`src/rtl/pvlc_mul.sv`:
```
// Shared 32 by 32 unsigned multiplier with a registered product.
module pvlc_mul (
  input  logic        clk,
  input  logic [31:0] mul_x,
  input  logic [31:0] mul_y,
  output logic [63:0] prod_r
);

  // The product is registered, so it appears in the cycle after the operands.
  always_ff @(posedge clk) begin
    prod_r <= 64'(mul_x) * 64'(mul_y);
  end

endmodule

```
`config.mk`:
```
export PLATFORM = sky130hd
export DESIGN_NAME = pvlc_mul
export DESIGN_NICKNAME = d
export VERILOG_FILES = /design/src/rtl/pvlc_mul.sv
export SDC_FILE = /design/constraint.sdc
export NUM_CORES = 2
export LEC_CHECK = 0
export BUFFER_PORTS_ARGS = -buffer_cell sky130_fd_sc_hd__buf_2
export CAP_MARGIN = 20
export CORE_MARGIN = 5
export CORE_UTILIZATION = 66
export DETAILED_ROUTE_END_ITERATION = 8
export GPL_TIMING_DRIVEN = 0
export PLACE_DENSITY = 0.83
export SLEW_MARGIN = 20
export SYNTH_ARGS = -nofsm -noshare
export SYNTH_HDL_FRONTEND = slang
export SYNTH_SLANG_ARGS = --single-unit
```
`constraint.sdc`:
```
create_clock -name clk -period 8.9 [get_ports clk]
set_input_delay 1.335 -clock clk [delete_from_list [all_inputs] [get_ports clk]]
set_output_delay 1.335 -clock clk [all_outputs]
set_load 0.1 [all_outputs]
```
==> run metrics <==
status finished, final reports clean; hold_buf cts 0; RSZ-0062 raised after global routing yes; Hold WS 1310 ps; initial antenna violation count 15; die area between 0.05 and 0.06 sq mm; routed len/inst ~28 um; DRT Pass-1 Iters 6; biggest regs prod_r x64; CTS H-tree lvls 3; drc violations 0; I/O pin cnt 129; Max Cap Violations 0; class of the most critical setup path in -> reg; Slew Limit Fails 0; post-DR vias/cell 6.11; share of cells above drive strength 1 8.07%; remaining antenna violation count 0; GRT Residual Overflow 0; Post-Syn Instances 3748; post-DP HPWL 104 mm; CTS root buf clkbuf_16; Placer Congestion 1.15; share of the synthesized area in the top cell type 51.7%; post-synthesis async set-or-reset flop share 0%; CTS tree done; global-route wire length before repair between 150 and 200 mm; clock sinks 64; core area 0.0523 sq mm; Avg Cell Area, Syn about 9.3 sq um; CP startpoint kind primary input; Die X 239 um; final period utilization 99.9%; Netlist cell types 57; final std cells w/o fill 4594; Yosys Warn Count 0; required time of the critical path between 9000 and 10000 ps; Worst Path Max Fanout 10; top post-synthesis cells by area fa_1, and2_1, ha_1, inv_1, nand2_1; Final Core Density approximately 70%; fmax 0.112 GHz; I/O Buffers 128; Setup Viol. Count Final 0; Reg with most FFs prod_r; Hold WC Path Type in -> reg; largest area contributor in the netlist fa_1; Initial Utilization 66.3%; Placed Cells incl. Taps 4564; mapped cell area 0.0347 sq mm; synth cell count leaders fa_1, inv_1, and2_1; GRT Total Usage 44.8%; vias in the first global route 29353; Final Hold Vio Count 0; slew of the pin with the lowest slew margin 1130 ps; #FFs+latches synth 64; DR vias 28064; Max clock buf depth 2; Net count, final about 5100; Slew headroom about a quarter; CTS buffer count 9; Multi-input gate area 0.0293 sq mm; Post-Syn Nets 4972; FF+latch area 0.00128 sq mm; Post-synth EDFFs 0; dominant synthesized flop cell dfxtp_1; Largest register FFs 64; Worst-path clk slew ~60 ps; DRT Wirelength 127 mm; WP data arrival 9150 ps; area grow syn2layout 6.07%; die height 239 um; largest net degree at the start of global routing 13; Seq/Total Area, Yosys 3.69%; row count 84; Final Critical Period 8890 ps; Starting DRT DRC Count 3175; most common cell in the netlist fa_1; Critical Path Sink Type flip-flop; filler cell count 4218
## what timing repair did
| action | in CTS | in global routing |
|---|---|---|
| resized for setup | 106 | 134 |
| gates cloned | 0 | 0 |
| buffers inserted | 0 | 3 |
| setup endpoints to repair | 14 | 14 |
| pin swaps | 0 | 2 |
## critical path, stage by stage
cell and delay [ps]:
buf_2 220, clkbuf_2 460, nand2_1 160, fa_1 540
fa_1 650, inv_1 80, fa_1 480, fa_1 560
fa_1 450, fa_1 460, fa_1 490, inv_1 50
fa_1 470, inv_1 40, ha_1 250, buf_2 190
nand4_1 280, or4_1 510, or3_1 430, a31oi_4 270
a31o_2 250, a211oi_2 100, o21ai_1 210, xor2_1 200
## path summary, 6_finish.rpt
path,to,depth (start not counted),start,slack [ps]
setup / recovery,prod_r[62]$_DFF_P_,24,mul_x[18],10
hold / removal,prod_r[0]$_DFF_P_,2,mul_y[0],1310
## stage by stage
stage	worst slack (ps)	setup TNS [ps]	cell area, sq um
final	10.4	0	36800
after global routing	-129	-138	36800
after CTS	8.99	0	36600
after detailed placement	-732	-9220	36200
after global placement	-665	-8180	36200
after floorplan	812	0	34700
## logic make-up (layout without fill, tap and decap cells)
family	Yosys count	count (layout)	share of synthesized area, %
xor gates and xnor gates	60	60	1.52
and+or+nand+nor	1177	1177	17.6
adders and majority gates	1159	1159	61.2
other	0	15	0
buffers and inverters	1085	1228	11.8
muxes	1	1	0.0289
DFF	64	64	3.69
AOI/OAI and AO/OA	202	202	4.15
## area by class of cell
cell class	instances	area share, %
Antenna cell	15	0.102
Clock buffer	9	0.612
Timing Repair Buffer	131	1.80
Clock inverter	7	0.194
Tap cell	688	2.34
Inverter	865	8.83
Buffer	216	2.85
Sequential cell	64	3.48
Multi-Input combinational cell	2599	79.8
## cell usage in the layout (no fill, tap or decap), drive strengths merged, types with 40 or more instances in the layout
cell type / netlist / routed
fa: 896 / 896
inv: 865 / 866
and2: 602 / 602
nand2: 480 / 480
ha: 263 / 263
clkbuf: 213 / 210
buf: 7 / 145
a21oi: 66 / 66
dfxtp: 64 / 64
a21o: 40 / 40
## per-layer routing
layer / up-vias / routed length (um) / share of wire (%) / track usage (%)
li1: 11163 / - / - / -
met1: 13938 / 39600 / 31 / 53.1
met2: 2194 / 55300 / 44 / 67.3
met3: 769 / 16000 / 13 / 12.0
met4: 0 / 15600 / 12 / 39.8
met5: - / 0 / 0 / 0
Power is left out: the tool's default activity adds up to more than one toggle a clock period on the data nets, which glitch-free logic cannot reach.
