==> config.mk <==
export PLATFORM = sky130hd
export DESIGN_NAME = pvlc_isqrt
export DESIGN_NICKNAME = d
export VERILOG_FILES = /design/src/rtl/pvlc_isqrt.sv
export SDC_FILE = /design/constraint.sdc
export NUM_CORES = 1
export LEC_CHECK = 0
export ABC_AREA = 1
export CAP_MARGIN = 40
export CORE_ASPECT_RATIO = 0.5
export CORE_MARGIN = 5
export CORE_UTILIZATION = 45
export DETAILED_ROUTE_END_ITERATION = 16
export DONT_BUFFER_PORTS = 1
export SYNTH_ARGS = -nofsm -noshare
export SYNTH_HDL_FRONTEND = slang
export SYNTH_SLANG_ARGS = --single-unit
==> constraint.sdc <==
create_clock -name clk -period 4.3 [get_ports clk]
set_clock_uncertainty 0.2 [all_clocks]
set_input_delay 0.43 -clock clk [delete_from_list [all_inputs] [get_ports clk]]
set_output_delay 0.43 -clock clk [all_outputs]
set_load 0.05 [all_outputs]
==> src/rtl/pvlc_isqrt.sv <==
// Iterative integer square root, two radicand bits per cycle.
module pvlc_isqrt (
  input  logic        clk,
  input  logic        rst_n,
  input  logic        start,
  input  logic [63:0] radicand,
  output logic        done_r,
  output logic [31:0] root_r
);

  logic [63:0] n_r;
  logic [34:0] rem_r;
  logic [4:0]  cnt_r;
  logic        run_r;
  logic [34:0] rem_sh;
  logic [34:0] trial;
  logic        take;

  // One digit of the root: bring down two bits and try to subtract.
  always_comb begin
    rem_sh = {rem_r[32:0], n_r[63:62]};
    trial  = {1'b0, root_r, 2'b01};
    take   = rem_sh >= trial;
  end

  always_ff @(posedge clk) begin
    if (!rst_n) begin
      run_r  <= 1'b0;
      done_r <= 1'b0;
      cnt_r  <= '0;
    end else begin
      done_r <= 1'b0;
      if (start) begin
        run_r <= 1'b1;
        cnt_r <= '0;
      end else if (run_r) begin
        cnt_r <= cnt_r + 5'd1;
        if (cnt_r == 5'd31) begin
          run_r  <= 1'b0;
          done_r <= 1'b1;
        end
      end
    end
  end

  // Datapath registers need no reset.
  always_ff @(posedge clk) begin
    if (start) begin
      n_r    <= radicand;
      rem_r  <= '0;
      root_r <= '0;
    end else if (run_r) begin
      n_r    <= {n_r[61:0], 2'b00};
      rem_r  <= take ? (rem_sh - trial) : rem_sh;
      root_r <= {root_r[30:0], take};
    end
  end

endmodule

==> metrics.md <==
| Metric | Value |
|---|---|
| Status | finished, final reports clean |
| Nets | 1,324 |
| Syn Nets | 1,279 |
| Starting density of the core | 45.4% |
| GR Util All Layers | 21.5% |
| Number of port buffers | 0 |
| Crit path buf inv count | 2 |
| Core area | 18,300 um^2 |
| Boundary pin count | 100 |
| Cts repair resizes | 0 |
| DR iter-0 viols | 529 |
| Seq/Total Area, Yosys | 40.6% |
| First-pass GRT wire length | 37.0 mm |
| DR pass1 iterations | 5 |
| Worst endpoint required time | 4.41 ns |
| Area leader, netlist | edfxtp_1 |
| RSZ-0062 raised after global routing | false |
| Vias in the first global route | 7,099 |
| Fin. max-slew vios | 0 |
| Longest Clk Path Bufs | 2 |
| Arr. time, crit path | 3.44 ns |
| GP Congestion | 0.965 |
| Share of cells above drive strength 1 | 7.78% |
| CP cell instances | inv_1, ha_1, nand2_1, inv_1, nand2_1, nor2_1, nand4_1, nand3_2, nand2_4, nand2_8, nand2_4, o21ai_0, nor2_1 |
| Post-route setup TNS | 0 ns |
| Global route overflow | 0 |
| Root Buffer Master | clkbuf_16 |
| Mean area per synthesized cell | 7.05 um^2 |
| Vias post-DR | 7,504 |
| Ys Warns | 0 |
| CP max-delay cell | dfxtp_1 |
| Post-CTS setup buffer count | 0 |
| Final hold vios | 0 |
| DR vias/cell | 5.09 |
| Fmax | 300 MHz |
| Critical path class | flop to flop |
| Initial antenna violation count | 0 |
| DIE WIDTH | 202 um |
| Crit path launch type | flop |
| Final antenna-violating net count | 0 |
| Slew HR | 46.4% |
| DRC viols | 0 |
| Die area | 21,400 um^2 |
| Mapped Area | 8290 um^2 |
| Most common cell after layout, fill and taps aside | nand2_1 |
| Synth top area cells | edfxtp_1 23%, nand2_1 22%, dfxtp_1 17% |
| Die Ht | 106 um |
| Row count | 35 |
| H-tree levels | 4 |
| CP max FO | 36 |
| Worst Tran Pin Value | 0.803 ns |
| Max stage delay on crit path | 0.63 ns |
| CTS tree | built |
| Detailed Route WL | 22.9 mm |
| Largest net degree at the start of global routing | 63 |
| Minimum clock period | 3.33 ns |
| Final period util | 77.4% |
| Clock transition at path regs | 0.06 ns |
| Hold slack | 0.0197 ns |
| Largest delay share family, worst path | simple AND/OR/NAND/NOR gates |
| Hold/Removal Path Class | primary input to flop |
| Detailed Place HPWL | 15.9 mm |
| Syn Inst Count | 1,176 |
| Synth top area share | 23.2% |
| Synth unique cells | 42 |
| Clock latency on the worst-skew pair | 0.43 ns |
| CTS Buf Count | 17 |
| Most frequent cells in the layout | 481 x nand2_1, 159 x inv_1, 75 x nor2_1, 71 x dfxtp_1, 64 x edfxtp_1 |
| Wire per inst | 15.5 um |
| Antenna diodes | 0 |
| Max cap viols | 0 |
| Area Growth Syn to Fin | 15.9% |
| CP endpoint kind | flop |
| # hold bufs at CTS | 55 |
| Post-synthesis register bit count | 136 |
| CTS Sinks | 136 |
| # setup viols final | 0 |
==> worst paths after layout <==
path | depth (start not counted) | from | slack (ns) | to
setup / recovery | 13 | root_r[15]$_SDFFE_PP0P_ | 0.97 | rem_r[0]$_SDFFE_PP0P_
hold / removal | 2 | start | 0.02 | n_r[60]$_DFFE_PP_
setup reg to reg | 13 | root_r[15]$_SDFFE_PP0P_ | 0.97 | rem_r[0]$_SDFFE_PP0P_
hold reg to reg | 1 | cnt_r[3]$_SDFFE_PP0P_ | 0.24 | cnt_r[3]$_SDFFE_PP0P_
==> sequential cells by signal, indices dropped and copies added, names as in the netlist <==
name    cells
run_r       1
n_r        64
root_r     32
done_r      1
rem_r      33
cnt_r       5
==> through the flow <==
step	util (%)	std cells	instance area [um^2]	setup slack [ns]
6_report	52.6	1474	9610	0.971
5_1_grt	52.6	1474	9610	0.706
4_1_cts	52.6	1474	9610	1.01
3_5_place_dp	46.5	1387	8490	1.03
3_3_place_gp	46.3	1386	8460	1.06
2_1_floorplan	-	1176	8290	1.11
==> cell type report <==
type,instances,area [um^2]
Multi-Input combinational cell,834,4100
Tap cell,240,300
Timing Repair Buffer,64,648
Clock buffer,17,425
Sequential cell,136,3360
Fill cell,1774,8650
Clock inverter,15,139
Inverter,168,632
==> synth_stat cells, drive strengths merged <==
cell / count
a211oi: 1
a21o: 1
a21oi: 32
and2: 1
and3: 1
buf: 14
clkbuf: 24
clkinv: 1
dfxtp: 72
edfxtp: 64
ha: 36
inv: 167
nand2: 493
nand3: 76
nand3b: 3
nand4: 31
nor2: 85
nor3: 5
nor4: 1
o211ai: 2
o21a: 1
o21ai: 18
o21bai: 3
o22ai: 31
or2: 3
xnor2: 1
xor2: 9
==> kinds of logic (layout without fill, tap and decap cells) <==
kind of cell,count (synthesis),after routing,share of synthesized area [%]
AND/OR/NAND/NOR,699,699,36.6
adder cells (fa/ha/maj),36,36,5.43
flip-flops,136,136,40.6
AO/OA/AOI/OAI,89,89,6.35
XOR/XNOR,10,10,1.06
buffers and inverters,206,264,9.97
==> per-layer routing <==
metal | vias up | share of wire [%] | GRT usage, %
li1 | 3827 | - | -
met1 | 3462 | 50 | 30.3
met2 | 189 | 44 | 33.7
met3 | 26 | 5.0 | 5.03
met4 | 0 | 1.2 | 4.92
met5 | - | 0 | 0
Power is left out: the tool's default activity adds up to more than one toggle a clock period on the data nets, which glitch-free logic cannot reach.
