<file path="src/rtl/pvlc_div.sv">
// Iterative restoring divider, one quotient bit per cycle.
module pvlc_div (
  input  logic        clk,
  input  logic        rst_n,
  input  logic        start,
  input  logic [63:0] dividend,
  input  logic [31:0] divisor,
  output logic        done_r,
  output logic [31:0] quot_r
);

  logic [31:0] rem_r;
  logic [31:0] low_r;
  logic [31:0] den_r;
  logic [4:0]  cnt_r;
  logic        run_r;
  logic [32:0] trial;
  logic [32:0] diff;
  logic        take;

  // The dividend's upper half is below the divisor, so 32 steps suffice.
  always_comb begin
    trial = {rem_r, low_r[31]};
    diff  = trial - {1'b0, den_r};
    take  = trial >= {1'b0, den_r};
  end

  always_ff @(posedge clk) begin
    if (!rst_n) begin
      run_r  <= 1'b0;
      done_r <= 1'b0;
      cnt_r  <= '0;
    end else begin
      done_r <= 1'b0;
      if (start) begin
        run_r <= 1'b1;
        cnt_r <= '0;
      end else if (run_r) begin
        cnt_r <= cnt_r + 5'd1;
        if (cnt_r == 5'd31) begin
          run_r  <= 1'b0;
          done_r <= 1'b1;
        end
      end
    end
  end

  always_ff @(posedge clk) begin
    if (start) begin
      rem_r  <= dividend[63:32];
      low_r  <= dividend[31:0];
      den_r  <= divisor;
      quot_r <= '0;
    end else if (run_r) begin
      rem_r  <= take ? diff[31:0] : trial[31:0];
      low_r  <= {low_r[30:0], 1'b0};
      quot_r <= {quot_r[30:0], take};
    end
  end

endmodule

</file>
<file path="config.mk">
export PLATFORM = sky130hd
export DESIGN_NAME = pvlc_div
export DESIGN_NICKNAME = d
export VERILOG_FILES = /design/src/rtl/pvlc_div.sv
export SDC_FILE = /design/constraint.sdc
export NUM_CORES = 1
export LEC_CHECK = 0
export BUFFER_PORTS_ARGS = -buffer_cell sky130_fd_sc_hd__clkbuf_2
export CORE_MARGIN = 3
export CORE_UTILIZATION = 55
export DETAILED_ROUTE_END_ITERATION = 16
export GPL_TIMING_DRIVEN = 0
export PLACE_DENSITY = 0.8
export REMOVE_ABC_BUFFERS = 1
export SLEW_MARGIN = 10
export SYNTH_ARGS = -nofsm -noshare
export SYNTH_HDL_FRONTEND = slang
export SYNTH_SLANG_ARGS = --single-unit
export TNS_END_PERCENT = 100
</file>
<file path="constraint.sdc">
create_clock -name clk -period 3.9 [get_ports clk]
set_input_delay 1.17 -clock clk [delete_from_list [all_inputs] [get_ports clk]]
set_output_delay 1.17 -clock clk [all_outputs]
set_load 0.03 [all_outputs]
</file>
==> results.py <==
metrics = {
    "run_status": {
        "status": "finished, final reports clean",
    },
    "global_route": {
        "grt_pass1_vias": 5763,
        "grt_max_degree": 122,
        "track_usage": 0.235,
        "grt_pass1_wl_mm": 27.2,
        "antenna_found_initial": 0,
        "overflow": 0,
    },
    "yosys": {
        "ys_types": 56,
        "post_synth_xor_area_fraction": 0.0292,
        "synth.yosys.warnings": 0,
        "yosysMostFrequentCell": "edfxtp_1",
        "ys.flop_type": "edfxtp_1",
        "ys_seq_area_frac": 0.509,
        "yosys.area.top_type_share": 0.401,
        "postSynth.asyncResetShare": 0,
        "synth_cells": 678,
        "synth_edf_count": 96,
        "synth_mux_area_frac": 0.105,
        "synth-seq-cells": 135,
        "synth_compound_area_frac": 0.127,
        "synth_area_sq_um": 7200,
        "synth_top_family_by_area": "simple AND/OR/NAND/NOR gates",
        "synth_fa_ha_area_frac": 0.0619,
        "synthTopCellsByArea": "edfxtp_1 (40%), dfxtp_1 (11%), ha_1 (5.9%)",
        "synthSimpleGateAreaFrac": 0.128,
        "yosysTopAreaCell": "edfxtp_1",
        "avgSynthCellArea_sq_um": 10.6,
        "synthTopCellsByCount": "edfxtp_1 (96), nor2_1 (71), nand2_1 (60), inv_1 (41), dfxtp_1 (39)",
    },
    "placement": {
        "gp_congestion": 0.839,
        "pre_cts_ws_ns": 0.238,
        "dp_hpwl_mm": 11.3,
        "port_buffers": 131,
    },
    "route": {
        "totalWireLength_mm": 16.2,
        "wl_per_cell_um": 16.4,
        "avgViaCountPerCell": 5.59,
        "detail_route.first_pass.iterations": 4,
        "ant_nets": 0,
        "via_count": 5496,
        "dr.first_iter.drc_count": 361,
        "drc_errors": 0,
    },
    "final_layout": {
        "drive_above_1_share": 0.256,
        "n_antenna_cell": 0,
        "final_nets": 933,
        "fin_util": 0.677,
        "area_delta_synth_final_pct": 19.7,
    },
    "worst_setup_path": {
        "start_kind": "flop",
        "critical-path-slowest-cell": "o21ai_2",
        "crit_path_cell_trace": "ha_1 > nand3_2 > nor4_2 > o21ai_1 > and4_4 > o41a_1 > o21ai_2 > buf_8 > nand2_1 > o211ai_1",
        "cp-end-kind": "flop",
        "worstSetupPathType": "reg2reg",
        "cp.required_ns": 4.14,
        "cpPeakStageDelay_ns": 0.50,
        "cp_max_fo": 13,
        "arrival_ns": 3.83,
    },
    "cts": {
        "cts_root_buffer": "clkbuf_16",
        "cts.sinks": 135,
        "h-tree-depth": 4,
        "clk_latency_ns": 0.42,
        "cts_setup_buffers": 0,
        "cts-buffers-inserted": 17,
        "cts_hold_buf": 0,
        "clkSlewWorstSetupHoldPaths_ns": 0.06,
        "cts_tree": "done",
        "clockBufferDepth": 2,
    },
    "die": {
        "die-area_sq_um": 14500,
        "die_w_um": 120,
        "fp.coreArea_sq_um": 12700,
        "die_height_um": 120,
        "rows": 41,
        "ios": 132,
        "initial_core_util": 0.566,
    },
    "power_and_ir_drop": {
        "powerDensity_nw_per_um2": 571,
        "vdd_drop_max_mv": 0.391,
        "power_w": 0.00492,
        "p_leak_nw": 3.73,
    },
    "sta": {
        "fmaxAchievable_mhz": 279,
        "slew_headroom": 0.439,
        "slew_viol_final": 0,
        "skew_ns": 0.0133,
        "finalHoldViolations": 0,
        "setup_viol": 0,
        "min_period_ns": 3.58,
        "post-route-period-util": 0.919,
        "worst_slew_pin_slew_ns": 0.841,
        "finalSetupTns_ns": 0,
        "worst_slack_ns": 0.316,
        "rsz0062_at_grt": "false",
    },
    "run": {
        "drv_cap": 0,
    },
    "min_path": {
        "hold_class": "reg2reg",
    },
}
-- kinds of logic (layout without fill, tap and decap cells) --
logic type	count (synthesis)	after routing
adder cells (fa/ha/maj)	35	35
AND/OR/NAND/NOR	199	199
AO/OA/AOI/OAI	140	140
buffers and inverters	74	208
flip-flops	135	135
multiplexers	71	71
XOR/XNOR	24	24
-- final cells by class --
cell class                 count  area [sq um]
fill                        1021          4110
sequential                   135          3660
multi-input combinational    469          3260
timing repair buffer         134           727
clock buffer                  25           529
tap                          172           215
inverter                      42           158
clock inverter                 7          55.1
-- report_power, final --
group	switching (W)	internal (W)
sequential	0.0000814	0.00175
clock	0.000620	0.000953
combinational	0.000881	0.000637
-- flip-flops by register name, summed over array words and instances (netlist names) --
signal  cells
quot_r     32
den_r      32
run_r       1
rem_r      32
low_r      32
done_r      1
cnt_r       5
-- routing by layer --
layer  global-route usage  vias up  wire, um
li1                     -     2716         -
met1                0.291     2592      6940
met2                0.384      159      7730
met3               0.0762       29      1140
met4               0.0921        0       355
met5                    0        -         0
-- repair_timing --
action | CTS | global route
hold endpoints to repair | 0 | 0
setup endpoints to repair | 0 | 4
resized for setup | 0 | 2
-- cells in the final DEF (no fill, tap or decap), types with 20 or more instances in the layout --
| cell type | instances |
|---|---|
| a21oi_1 | 38 |
| a31oi_1 | 21 |
| clkbuf_16 | 20 |
| clkbuf_2 | 130 |
| dfxtp_1 | 38 |
| edfxtp_1 | 96 |
| ha_1 | 34 |
| inv_1 | 41 |
| mux2_2 | 33 |
| mux2i_1 | 38 |
| nand2_1 | 60 |
| nand3_1 | 24 |
| nor2_1 | 71 |
-- per-stage QoR --
stage	hold slack [ns]	std cells	instance area, sq um
2_1_floorplan	0.467	646	7060
3_3_place_gp	0.476	949	7930
3_5_place_dp	0.498	952	8010
4_1_cts	0.516	984	8600
5_1_grt	0.558	984	8610
6_report	0.514	984	8610
-- worst paths after layout --
path	from	end	slack, ns	depth (start not counted)
max	rem_r[12]	rem_r[30]	0.32	10
min	quot_r[31]	quot_r[31]	0.51	2
max reg2reg	rem_r[12]	rem_r[30]	0.32	10
min reg2reg	quot_r[31]	quot_r[31]	0.51	2
-- critical path: cells and delay by family (launching register included) --
kind	cells	cell delay [ns]
buf+inv	1	0.24
simple gates	4	0.87
compound gates	4	1.42
fa+ha+maj	1	0.46
flops	1	0.43
No activity file was read; power rests on OpenSTA's default activity.
